`config.mk`:
```
export PLATFORM = sky130hd
export DESIGN_NAME = dynamic_priority_scheduler_top_flat
export DESIGN_NICKNAME = d
export VERILOG_FILES = /design/src/rtl/dps_pkg.sv /design/src/rtl/dps_stream_if.sv /design/src/rtl/dynamic_priority_scheduler_top.sv /design/src/rtl/dps_cell.sv /design/src/flat_wrapper.sv
export VERILOG_INCLUDE_DIRS = /design/src /design/src/rtl
export SDC_FILE = /design/constraint.sdc
export NUM_CORES = 1
export LEC_CHECK = 0
export BUFFER_PORTS_ARGS = -buffer_cell sky130_fd_sc_hd__buf_2
export CORE_AREA = 3 3 40 42
export CTS_CLUSTER_SIZE = 24
export DETAILED_ROUTE_END_ITERATION = 7
export DIE_AREA = 0 0 43 45
export GPL_TIMING_DRIVEN = 0
export PLACE_DENSITY = 0.6
export SYNTH_ARGS = -nofsm -noshare
export SYNTH_HDL_FRONTEND = slang
export SYNTH_SLANG_ARGS = --single-unit
```
`constraint.sdc`:
```
create_clock -name clk -period 4.4 [get_ports clk]
set_input_delay 0 -clock clk [delete_from_list [all_inputs] [get_ports clk]]
set_output_delay 0 -clock clk [all_outputs]
set_load 0.005 [all_outputs]
```
`src/rtl/assert_macros.svh`:
```
`ifndef ASSERT_MACROS_SVH
`define ASSERT_MACROS_SVH

// Check a property on every clock edge outside of reset.
`define DPS_ASSERT(label, prop, msg) \
	label: assert property (@(posedge clk) disable iff (!arst_n) (prop)) else $error(msg);

// Check a property on every clock edge, reset included.
`define DPS_ASSERT_ALWAYS(label, prop, msg) \
	label: assert property (@(posedge clk) (prop)) else $error(msg);

`endif

```
`src/rtl/dps_pkg.sv`:
```
`timescale 1ns / 1ps

package dps_pkg;

	// Operation codes of an input item
	localparam logic OP_LOAD = 1'b0;
	localparam logic OP_TICK = 1'b1;

	// Result status codes
	typedef enum logic [2:0] {
		STS_LOADED   = 3'd0,
		STS_FULL     = 3'd1,
		STS_ZERO     = 3'd2,
		STS_REQUEUED = 3'd3,
		STS_FINISHED = 3'd4,
		STS_EMPTY    = 3'd5
	} status_t;

	// The command that every cell of the queue carries out
	typedef enum logic [1:0] {
		MODE_HOLD    = 2'd0,
		MODE_INSERT  = 2'd1,
		MODE_POP     = 2'd2,
		MODE_POP_INS = 2'd3
	} cell_mode_t;

	// Task fields that ride along with the priority
	typedef struct packed {
		logic [15:0] id;
		logic [15:0] need;
		logic [15:0] done;
	} task_info_t;

	// Command broadcast to all cells
	typedef struct packed {
		cell_mode_t mode;
		task_info_t info;
	} cell_ctl_t;

	typedef struct packed {
		logic        operation;
		logic [15:0] task_id;
		logic [15:0] start_priority;
		logic [15:0] needed_time;
	} in_item_t;

	typedef struct packed {
		logic [2:0]  status;
		logic [15:0] ran_id;
		logic [15:0] time_left;
		logic [31:0] turnaround;
		logic [4:0]  queue_count;
	} out_item_t;

endpackage

```
`src/rtl/dps_stream_if.sv`:
```
`timescale 1ns / 1ps

interface dps_stream_if #(parameter type payload_t = logic) ();
	logic     valid;
	logic     ready;
	payload_t payload;

	modport source (output valid, output payload, input ready);
	modport sink (input valid, input payload, output ready);
endinterface

```
`src/rtl/dynamic_priority_scheduler_top.sv`:
```
`timescale 1ns / 1ps
// Each result is registered into the output register, or into the skid entry while res stalls.
// Throughput: one item per cycle while the skid entry is empty; every cell of the queue
// compares against the broadcast key and shifts in the same cycle, for loads and pop-and-requeue alike.
// A two-entry output buffer keeps cmd ready while one result waits on res.
// Reset (arst_n low): queue empty, tick count zero, no result pending.

module dynamic_priority_scheduler_top import dps_pkg::*; #(
	parameter int QUEUE_DEPTH   = 16,
	parameter int PRIORITY_BITS = 16
) (
	input  logic         clk,
	input  logic         arst_n,
	dps_stream_if.sink   cmd,
	dps_stream_if.source res
);

	`include "assert_macros.svh"

	localparam int CW = $clog2(QUEUE_DEPTH + 1);

	logic                     acc;
	in_item_t                 item;
	logic [CW-1:0]            count_q;
	logic [CW-1:0]            count_n;
	logic [31:0]              tick_q;
	logic [31:0]              tick_inc;
	cell_ctl_t                ctl;
	logic [PRIORITY_BITS-1:0] key_prio;
	logic [PRIORITY_BITS-1:0] head_prio_inc;
	logic [15:0]              done_inc;
	out_item_t                result;
	out_item_t                out_q;
	out_item_t                skid_q;
	logic                     out_v_q;
	logic                     skid_v_q;
	logic                     res_pop;

	logic [QUEUE_DEPTH-1:0]   valid_vec;
	logic [QUEUE_DEPTH-1:0]   le_vec;
	task_info_t               info_arr [QUEUE_DEPTH];
	logic [PRIORITY_BITS-1:0] prio_arr [QUEUE_DEPTH];

	assign item      = cmd.payload;
	assign cmd.ready = !skid_v_q;
	assign acc       = cmd.valid && cmd.ready;
	assign tick_inc  = tick_q + 32'd1;
	assign done_inc  = info_arr[0].done + 16'd1;

	// Saturate the head priority number on requeue
	assign head_prio_inc = (prio_arr[0] == {PRIORITY_BITS{1'b1}}) ?
		prio_arr[0] : prio_arr[0] + 1'b1;

	// Decode the item into a queue command and a result
	always_comb begin
		ctl.mode   = MODE_HOLD;
		ctl.info   = '{id: item.task_id, need: item.needed_time, done: 16'd0};
		key_prio   = PRIORITY_BITS'(item.start_priority);
		count_n    = count_q;
		result     = '0;
		if (item.operation == OP_LOAD) begin
			if (count_q == CW'(QUEUE_DEPTH)) begin
				result.status = STS_FULL;
			end else if (item.needed_time == 16'd0) begin
				result.status = STS_ZERO;
			end else begin
				result.status = STS_LOADED;
				ctl.mode      = MODE_INSERT;
				count_n       = count_q + 1'b1;
			end
		end else if (!valid_vec[0]) begin
			result.status = STS_EMPTY;
		end else begin
			result.ran_id = info_arr[0].id;
			if (done_inc >= info_arr[0].need) begin
				result.status     = STS_FINISHED;
				result.turnaround = tick_inc;
				ctl.mode          = MODE_POP;
				count_n           = count_q - 1'b1;
			end else begin
				result.status    = STS_REQUEUED;
				result.time_left = info_arr[0].need - done_inc;
				ctl.mode         = MODE_POP_INS;
				ctl.info.id      = info_arr[0].id;
				ctl.info.need    = info_arr[0].need;
				ctl.info.done    = done_inc;
				key_prio         = head_prio_inc;
			end
		end
		result.queue_count = 5'(count_n);
		if (!acc) begin
			ctl.mode = MODE_HOLD;
		end
	end

	// Build the chain of queue cells
	for (genvar i = 0; i < QUEUE_DEPTH; i++) begin : g_cell
		logic                     l_valid;
		logic                     l_le;
		task_info_t               l_info;
		logic [PRIORITY_BITS-1:0] l_prio;
		logic                     r_valid;
		logic                     r_le;
		task_info_t               r_info;
		logic [PRIORITY_BITS-1:0] r_prio;

		if (i == 0) begin : g_first
			assign l_valid = 1'b1;
			assign l_le    = 1'b1;
			assign l_info  = '0;
			assign l_prio  = '0;
		end else begin : g_mid_l
			assign l_valid = valid_vec[i-1];
			assign l_le    = le_vec[i-1];
			assign l_info  = info_arr[i-1];
			assign l_prio  = prio_arr[i-1];
		end

		if (i == QUEUE_DEPTH - 1) begin : g_last
			assign r_valid = 1'b0;
			assign r_le    = 1'b0;
			assign r_info  = '0;
			assign r_prio  = '0;
		end else begin : g_mid_r
			assign r_valid = valid_vec[i+1];
			assign r_le    = le_vec[i+1];
			assign r_info  = info_arr[i+1];
			assign r_prio  = prio_arr[i+1];
		end

		dps_cell #(
			.PRIORITY_BITS (PRIORITY_BITS),
			.HEAD          (i == 0)
		) u_cell (
			.clk         (clk),
			.arst_n      (arst_n),
			.ctl         (ctl),
			.key_prio    (key_prio),
			.left_valid  (l_valid),
			.left_le     (l_le),
			.left_info   (l_info),
			.left_prio   (l_prio),
			.right_valid (r_valid),
			.right_le    (r_le),
			.right_info  (r_info),
			.right_prio  (r_prio),
			.valid       (valid_vec[i]),
			.le          (le_vec[i]),
			.info        (info_arr[i]),
			.prio        (prio_arr[i])
		);
	end

	// Advance the task count and the tick count
	always_ff @(posedge clk or negedge arst_n) begin
		if (!arst_n) begin
			count_q <= '0;
			tick_q  <= '0;
		end else if (acc) begin
			count_q <= count_n;
			if (ctl.mode == MODE_POP || ctl.mode == MODE_POP_INS) begin
				tick_q <= tick_inc;
			end
		end
	end

	// Hold results in an output register backed by a skid entry
	assign res_pop     = out_v_q && res.ready;
	assign res.valid   = out_v_q;
	assign res.payload = out_q;

	always_ff @(posedge clk or negedge arst_n) begin
		if (!arst_n) begin
			out_v_q  <= 1'b0;
			skid_v_q <= 1'b0;
		end else if (skid_v_q) begin
			if (res_pop) begin
				skid_v_q <= 1'b0;
			end
		end else if (acc) begin
			if (out_v_q && !res_pop) begin
				skid_v_q <= 1'b1;
			end
			out_v_q <= 1'b1;
		end else if (res_pop) begin
			out_v_q <= 1'b0;
		end
	end

	always_ff @(posedge clk) begin
		if (skid_v_q) begin
			if (res_pop) begin
				out_q <= skid_q;
			end
		end else if (acc) begin
			if (out_v_q && !res_pop) begin
				skid_q <= result;
			end else begin
				out_q <= result;
			end
		end
	end

	`DPS_ASSERT(a_count_bound, count_q <= CW'(QUEUE_DEPTH), "task count beyond queue depth")
	`DPS_ASSERT(a_count_cells, $countones(valid_vec) == count_q, "cell occupancy disagrees with count")
	`DPS_ASSERT(a_empty_tick, acc && item.operation == OP_TICK && !valid_vec[0] |=> $stable(tick_q), "tick count moved on an empty queue")
	`DPS_ASSERT(a_skid_order, !skid_v_q || out_v_q, "skid entry held without an output entry")

endmodule

```
`src/rtl/dps_cell.sv`:
```
`timescale 1ns / 1ps

module dps_cell import dps_pkg::*; #(
	parameter int PRIORITY_BITS = 16,
	parameter bit HEAD = 1'b0
) (
	input  logic                     clk,
	input  logic                     arst_n,
	input  cell_ctl_t                ctl,
	input  logic [PRIORITY_BITS-1:0] key_prio,
	input  logic                     left_valid,
	input  logic                     left_le,
	input  task_info_t               left_info,
	input  logic [PRIORITY_BITS-1:0] left_prio,
	input  logic                     right_valid,
	input  logic                     right_le,
	input  task_info_t               right_info,
	input  logic [PRIORITY_BITS-1:0] right_prio,
	output logic                     valid,
	output logic                     le,
	output task_info_t               info,
	output logic [PRIORITY_BITS-1:0] prio
);

	logic                     valid_q;
	task_info_t               info_q;
	logic [PRIORITY_BITS-1:0] prio_q;
	logic                     take_key;
	logic                     take_left;
	logic                     take_right;

	// Stay ahead of the key when queued and not less urgent
	assign le    = valid_q && (prio_q <= key_prio);
	assign valid = valid_q;
	assign info  = info_q;
	assign prio  = prio_q;

	// Pick the data source for this cell
	always_comb begin
		take_key   = 1'b0;
		take_left  = 1'b0;
		take_right = 1'b0;
		case (ctl.mode)
			MODE_INSERT: begin
				take_key  = !le && left_le;
				take_left = !le && !left_le;
			end
			MODE_POP: begin
				take_right = 1'b1;
			end
			MODE_POP_INS: begin
				take_right = right_le;
				take_key   = !right_le && (HEAD || le);
			end
			default: begin
			end
		endcase
	end

	// Track occupancy; the queue stays packed from the head
	always_ff @(posedge clk or negedge arst_n) begin
		if (!arst_n) begin
			valid_q <= 1'b0;
		end else begin
			case (ctl.mode)
				MODE_INSERT: valid_q <= valid_q || left_valid;
				MODE_POP:    valid_q <= right_valid;
				default:     valid_q <= valid_q;
			endcase
		end
	end

	// Load, shift or hold the task data
	always_ff @(posedge clk) begin
		if (take_key) begin
			info_q <= ctl.info;
			prio_q <= key_prio;
		end else if (take_left) begin
			info_q <= left_info;
			prio_q <= left_prio;
		end else if (take_right) begin
			info_q <= right_info;
			prio_q <= right_prio;
		end
	end

endmodule
```
`src/flat_wrapper.sv`:
```
// flat-port wrapper written by rule: the top's interface ports become plain ports
module dynamic_priority_scheduler_top_flat import dps_pkg::*;
#(
	parameter int QUEUE_DEPTH   = 16,
	parameter int PRIORITY_BITS = 16
)
  (clk, arst_n, cmd_valid, cmd_payload, cmd_ready, res_valid, res_payload, res_ready);
  dps_stream_if cmd_i ();
  dps_stream_if res_i ();
  input  logic clk;
  input  logic arst_n;
  input wire logic [$bits(cmd_i.valid)-1:0] cmd_valid;
  input wire logic [$bits(cmd_i.payload)-1:0] cmd_payload;
  output wire logic [$bits(cmd_i.ready)-1:0] cmd_ready;
  output wire logic [$bits(res_i.valid)-1:0] res_valid;
  output wire logic [$bits(res_i.payload)-1:0] res_payload;
  input wire logic [$bits(res_i.ready)-1:0] res_ready;
  assign cmd_i.valid = cmd_valid;
  assign cmd_i.payload = cmd_payload;
  assign cmd_ready = cmd_i.ready;
  assign res_valid = res_i.valid;
  assign res_payload = res_i.payload;
  assign res_i.ready = res_ready;
  dynamic_priority_scheduler_top #(.QUEUE_DEPTH(QUEUE_DEPTH), .PRIORITY_BITS(PRIORITY_BITS)) u_core (.clk(clk), .arst_n(arst_n), .cmd(cmd_i), .res(res_i));
endmodule
```
==> results of run 1 <==
-- cells by family (layout without fill, tap and decap cells) --
group | count (synthesis) | after routing | share of synthesized area (%)
adders and majority gates | 2 | 2 | 5.57
and+or+nand+nor | 15 | 15 | 20.3
DFF | 9 | 9 | 52.4
xor gates and xnor gates | 3 | 3 | 5.85
buffers and inverters | 5 | 18 | 4.18
AOI/OAI and AO/OA | 7 | 7 | 9.19
muxes | 1 | 1 | 2.51
-- placed cells by master, fill, tap and decap left out, types with 2 or more instances in the layout --
cell | Yosys | routed
nor2_1 | 2 | 2
dlygate4sd3_1 | 0 | 2
clkbuf_4 | 0 | 3
ha_1 | 2 | 2
xnor2_1 | 2 | 2
inv_1 | 5 | 5
a21oi_1 | 2 | 2
dfrtp_1 | 7 | 7
buf_2 | 0 | 7
edfxtp_1 | 2 | 2
nand2_1 | 5 | 5
-- flip-flops by register name, indices dropped and copies added, names as in the netlist --
name	count
u_core.skid_v_q	1
u_core.res.valid	1
u_core.res.payload	1
u_core.skid_q	1
u_core.count_q	5
-- power by group --
group / internal [mW] / switching (mW)
Clock: 0.0351 / 0.0313
Combinational: 0.0543 / 0.0474
Sequential: 0.124 / 0.0333
-- cells in the mapped netlist --
library cell  number  area, sq um
nor2b_1            1         6.26
ha_1               2         25.0
xor2_1             1         8.76
nor2_1             2         7.51
and4bb_4           1         16.3
nor3_1             1         5.00
a31oi_1            1         6.26
or3_1              1         6.26
xnor2_1            2         17.5
a21o_1             1         7.51
inv_1              5         18.8
nand4_1            1         6.26
mux2_1             1         11.3
and3b_1            1         8.76
a21oi_1            2         10.0
o21ai_0            1         5.00
nand2_1            5         18.8
dfrtp_1            7          175
edfxtp_1           2         60.1
nand4b_1           1         8.76
o21ai_1            1         5.00
a22oi_1            1         7.51
nor3b_1            1         7.51
-- worst max-delay path by stage --
stage / slack [ns] / to / cells after the start
6_report: 2.81 / u_core.res.payload / 5
5_1_grt: 2.74 / u_core.res.payload / 5
3_5_place_dp: 2.84 / u_core.count_q[1] / 5
2_1_floorplan: 2.95 / u_core.count_q[1] / 5
3_3_place_gp: 2.85 / u_core.count_q[1] / 5
4_1_cts: 2.83 / u_core.count_q[1] / 5
-- critical path, stage by stage (launching register included) --
cell and delay (ns):
dfrtp_1 0.41, inv_1 0.09, ha_1 0.20, and4bb_4 0.21, or3_1 0.34, a31oi_1 0.20
-- cell type report --
type                    instances  share of cell area, %
clock buffers                   4                   4.78
inverters                       5                   3.42
multi-input cells              28                   35.5
flip-flops and latches          9                   42.8
well taps                      15                   3.42
repair buffers                  9                   10.0
-- metal layers --
metal | up-vias | global-route usage, % | wire length [um]
met5 | - | 0 | 0
met4 | 0 | 5.42 | 19
met3 | 2 | 4.78 | 50
met2 | 9 | 14.7 | 319
met1 | 157 | 10.3 | 371
li1 | 170 | - | -
-- per-stage QoR --
stage	cells	setup slack, ns	hold WS [ns]	power (mW)
after floorplan	42	2.95	-0.296	0.226
after global placement	64	2.85	-0.157	0.259
after detailed placement	64	2.84	-0.156	0.261
after CTS	70	2.83	0.0234	0.330
after global routing	70	2.74	0.0351	0.353
final	70	2.81	0.0282	0.325
-- repair_timing --
item	CTS	global route
hold buffers	2	0
setup buffers	0	0
hold endpoints to repair	8	0
==> results.md, run 1 <==
* Slew @ Worst Pin at 0.215 ns
* Fin crit share at 36.1%
* Area of the multi-input gates at 195 sq um
* Post-route ant nets at 0
* Sink Count at 9
* Root buf cell: clkbuf_4
* Vias in the first global route at 327
* Leakage at 0.268 nW
* Clk_skew at 0.00237 ns
* Reg-to-reg slack, setup at 2.81 ns
* Total track usage at 9.36%
* Mapped Area at 449 sq um
* Top-Level Pins at 8
* Largest net degree at the start of global routing at 8
* Die width at 43 um
* Grt ovf at 0
* CP Launch Type: flop
* Clock Path Buffers at 2
* DR vias at 338
* CP required at 4.51 ns
* Synth unique cells at 23
* Fmax at 0.629 GHz
* Max_slew headroom at 85.6%
* Design area at 549 sq um
* Worst-path maximum fanout at 5
* Max Cap Viol at 0
* WL final at 760 um
* Yosys warns at 0
* CP startpoint: u_core.count_q[0]
* First-pass GRT wire length at 1280 um
* Setup CP Type: flop to flop
* PwrDens at 593 mW/mm^2
* Worst hold start: cmd_valid
* Hold Fails Final Rpt at 0
* Initial antenna violation count at 0
* Syn Inst Count at 42
* Clk Latency, worst-skew pair at 0.26 ns
* Yosys reg bits at 9
* Worst R2R End: u_core.res.payload
* CTS tree: done
* Drt initial violations at 5
* Die ar. at 0.00194 sq mm
* Reg2Reg Launch Point: u_core.count_q[0]
* Hold Path End: u_core.res.valid
* NumNets Final at 63
* Hold Crit Class: primary input to flop
* H-Tree Depth at 1
* Worst hold stages at 3
* Die Y at 45 um
* Final min period at 1.59 ns
* CTS buffer count at 3
* Starting density of the core at 35.0%
* Post-CTS sizing at 0
* Worst R2R Path Depth at 5
* Syn nets at 49
* Placer Congestion at 0.707
* Max-slew violations at 0
* Synth-to-layout area growth at 22.3%
* RSZ-0062 raised after global routing: false
* TritonRoute pass-1 iters at 4
* Avg Cell Area, Syn at 10.7 sq um
* Reg area at 235 sq um
* Peak VDD IR at 237 uV
* Filler cells at 130
* DP Area at 503 sq um
* Setup_tns at 0 ns
* Worst setup EP type: flop
* WP data arrival at 1.70 ns
* DR WL/cell at 10.9 um
* Share of post-route cells with drive strength above 1 at 20.0%
* Hpwl dp at 589 um
* Diodes inserted at 0
* Residual DRC count at 0
* Via density at 4.83
* Run status: completed
* Row count at 13
* Post-synthesis sequential area ratio at 52.4%
* Number of port buffers at 7
* Register clock-pin slew on the reported worst setup and hold paths at 0.06 ns
* Final Setup Violations at 0
* Core area at 0.00128 sq mm
* Finished Core Util at 42.7%
(Power assumes the default switching activity.)
==> run 2: changes to the inputs <==
--- a/config.mk
+++ b/config.mk
@@ -12,7 +12,7 @@
 export DETAILED_ROUTE_END_ITERATION = 7
 export DIE_AREA = 0 0 43 45
 export GPL_TIMING_DRIVEN = 0
-export PLACE_DENSITY = 0.6
+export PLACE_DENSITY = 0.62
 export SYNTH_ARGS = -nofsm -noshare
 export SYNTH_HDL_FRONTEND = slang
 export SYNTH_SLANG_ARGS = --single-unit
==> constraint.sdc (replaced) <==
create_clock -name clk -period 1.3 [get_ports clk]
set_input_delay 0 -clock clk [delete_from_list [all_inputs] [get_ports clk]]
set_output_delay 0 -clock clk [all_outputs]
set_load 0.005 [all_outputs]
==> results.md, run 2 (synthesized netlist as in run 1, its figures left out) <==
* Most frequent cells in the layout: buf_2 (7), dfrtp_1 (7), nand2_1 (5), buf_4 (5), inv_1 (4)
* RSZ-0062 raised after global routing: true
* Clk_skew at 0.00662 ns (+0.00424 ns)
* Total chip power at 1.33 mW (+310%)
* Root buf cell: clkbuf_4
* Initial antenna violation count at 0 (unchanged)
* Row count at 13 (unchanged)
* Peak VDD IR at 783 uV (+230%)
* Switching Power at 0.442 mW (+290%)
* Fin crit share at 109% (+73 points)
* DR WL/cell at 11.9 um (+9.3%)
* CTS buffer count at 3 (unchanged)
* Worst-path maximum fanout at 4 (-1)
* Max_slew headroom at 87.8% (+2.2 points)
* CP Launch Type: flop
* Largest net degree at the start of global routing at 8 (unchanged)
* Top-Level Pins at 8 (unchanged)
* First-pass GRT wire length at 1470 um (+14%)
* Cell-by-cell listing of the critical path: inv_2 -> ha_4 -> and4bb_4 -> or3_4 -> a31oi_1
* PwrDens at 2080 mW/mm^2 (+250%)
* Placer Congestion at 0.675 (-4.4%)
* Die width at 43 um (unchanged)
* Leakage at 0.310 nW (+15%)
* Delay-heaviest family, CP: simple AND/OR/NAND/NOR gates
* Placed instance count at 64 (unchanged)
* Vias in the first global route at 349 (+6.7%)
* Grt ovf at 0 (unchanged)
* Internal power at 0.886 mW (+310%)
* Synth-to-layout area growth at 42.3%
* Sw Ratio at 33.3% (-1.1 points)
* H-Tree Depth at 1 (unchanged)
* Register clock-pin slew on the reported worst setup and hold paths at 0.06 ns (about the same)
* Max Cap Viol at 0 (unchanged)
* Worst setup EP type: flop
* Final Setup Violations at 5 (+5)
* Slew @ Worst Pin at 0.181 ns (-0.0338 ns)
* Die ar. at 0.00194 sq mm (unchanged)
* Flop pwr share at 39.6% (-8.8 points)
* Clock Power Share at 15.9% (-4.5 points)
* Hold Crit Class: primary input to flop
* Sink Count at 9 (unchanged)
* Worst R2R Path Depth at 5 (unchanged)
* Logic pwr share at 44.5% (+13 points)
* Number of port buffers at 7 (unchanged)
* CP required at 1.41 ns (-3.10 ns)
* Total track usage at 10.7% (+1.3 points)
* CP Depth at 5 (unchanged)
* NumNets Final at 69 (+9.5%)
* CP max stage delay at 0.37 ns (-0.04 ns)
* Share of post-route cells with drive strength above 1 at 39.3% (+19 points)
* Hold Fails Final Rpt at 0 (unchanged)
* Max reg flops at 5 (unchanged)
* WP data arrival at 1.53 ns (-0.17 ns)
* Clk Latency, worst-skew pair at 0.26 ns (about the same)
* Clock Path Buffers at 2 (unchanged)
* Filler cells at 116 (-11%)
* Worst hold stages at 3 (unchanged)
* Diodes inserted at 0 (unchanged)
* Residual DRC count at 0 (unchanged)
* Fmax at 0.705 GHz (+12%)
* Largest Register: u_core.count_q
* Failing checks: setup timing
* Buffers & Inverters on Critical Path at 1 (unchanged)
* Final Non-Filler Cells at 76 (+8.6%)
* Final min period at 1.42 ns (-0.171 ns)
* WL final at 902 um (+19%)
* Die Y at 45 um (unchanged)
* Run status: complete, but fails checks
* Worst setup margin at -0.118 ns (-2.93 ns)
* Slowest-stage cell, CP: dfrtp_1
* DR vias at 355 (+5.0%)
* Drt initial violations at 4 (-1)
* Post-route ant nets at 0 (unchanged)
* Setup CP Type: flop to flop
* TritonRoute pass-1 iters at 4 (unchanged)
* Starting density of the core at 35.0% (unchanged)
* Core area at 0.00128 sq mm (unchanged)
* CTS tree: done
* Via density at 4.67 (-3.3%)
* Max-slew violations at 0 (unchanged)
run 2: final cells by class:
class	instances	area [sq um]	share of cell area, %
multi-input cells	28	236	37.0
inverters	5	18.8	2.94
clock buffers	4	26.3	4.11
repair buffers	15	104	16.2
flip-flops and latches	9	235	36.8
well taps	15	18.8	2.94
run 2: path summary, 6_finish.rpt:
check	startpoint	end	slack, ns
setup / recovery	u_core.count_q[0]	u_core.res.payload	-0.12
min in group asynchronous	arst_n	u_core.count_q[2]	0.09
hold reg to reg	u_core.count_q[4]	u_core.count_q[4]	0.48
hold / removal	cmd_valid	u_core.res.valid	0.05
setup reg to reg	u_core.count_q[0]	u_core.res.payload	-0.12
max in group asynchronous	arst_n	u_core.count_q[1]	1.04
run 2: worst reg2reg max path, stage by stage (launching register included):
cell and delay (ns):
dfrtp_1 0.37, inv_2 0.06, ha_4 0.15, and4bb_4 0.22, or3_4 0.33, a31oi_1 0.14
run 2: routing by layer:
metal | global-route usage (%) | up-vias | part of all wire (%)
met3 | 5.18 | 2 | 6.3
met2 | 17.1 | 9 | 51
met5 | 0 | - | 0
li1 | - | 187 | -
met4 | 5.42 | 0 | 1.7
met1 | 11.9 | 157 | 41
run 2: power by group through the flow:
stage / Sequential (mW) / Combinational [mW] / Clock [mW]
2_1_floorplan: 0.522 / 0.252 / 0
3_3_place_gp: 0.539 / 0.344 / 0
3_5_place_dp: 0.541 / 0.350 / 0
4_1_cts: 0.516 / 0.489 / 0.214
5_1_grt: 0.541 / 0.654 / 0.231
6_report: 0.526 / 0.591 / 0.211
run 2: metrics by stage:
step	hold WS, ns	utilization (%)	setup slack [ns]	instance area, sq um	TNS, ns
2_1_floorplan	-0.296	-	-0.0835	454	-0.171
3_3_place_gp	-0.152	39.5	-0.169	508	-0.395
3_5_place_dp	-0.154	39.5	-0.167	508	-0.410
4_1_cts	0.0280	46.5	-0.0927	598	-0.127
5_1_grt	0.0823	49.8	-0.131	639	-0.418
6_report	0.0463	49.8	-0.118	639	-0.214
run 2: repair_timing:
action / in CTS / in global routing
hold endpoints to repair: 8 / 0
hold buffers: 2 / 0
pin swaps: 1 / 2
resized for setup: 3 / 4
cloned: 0 / 0
setup endpoints to repair: 3 / 6
setup buffers: 4 / 2
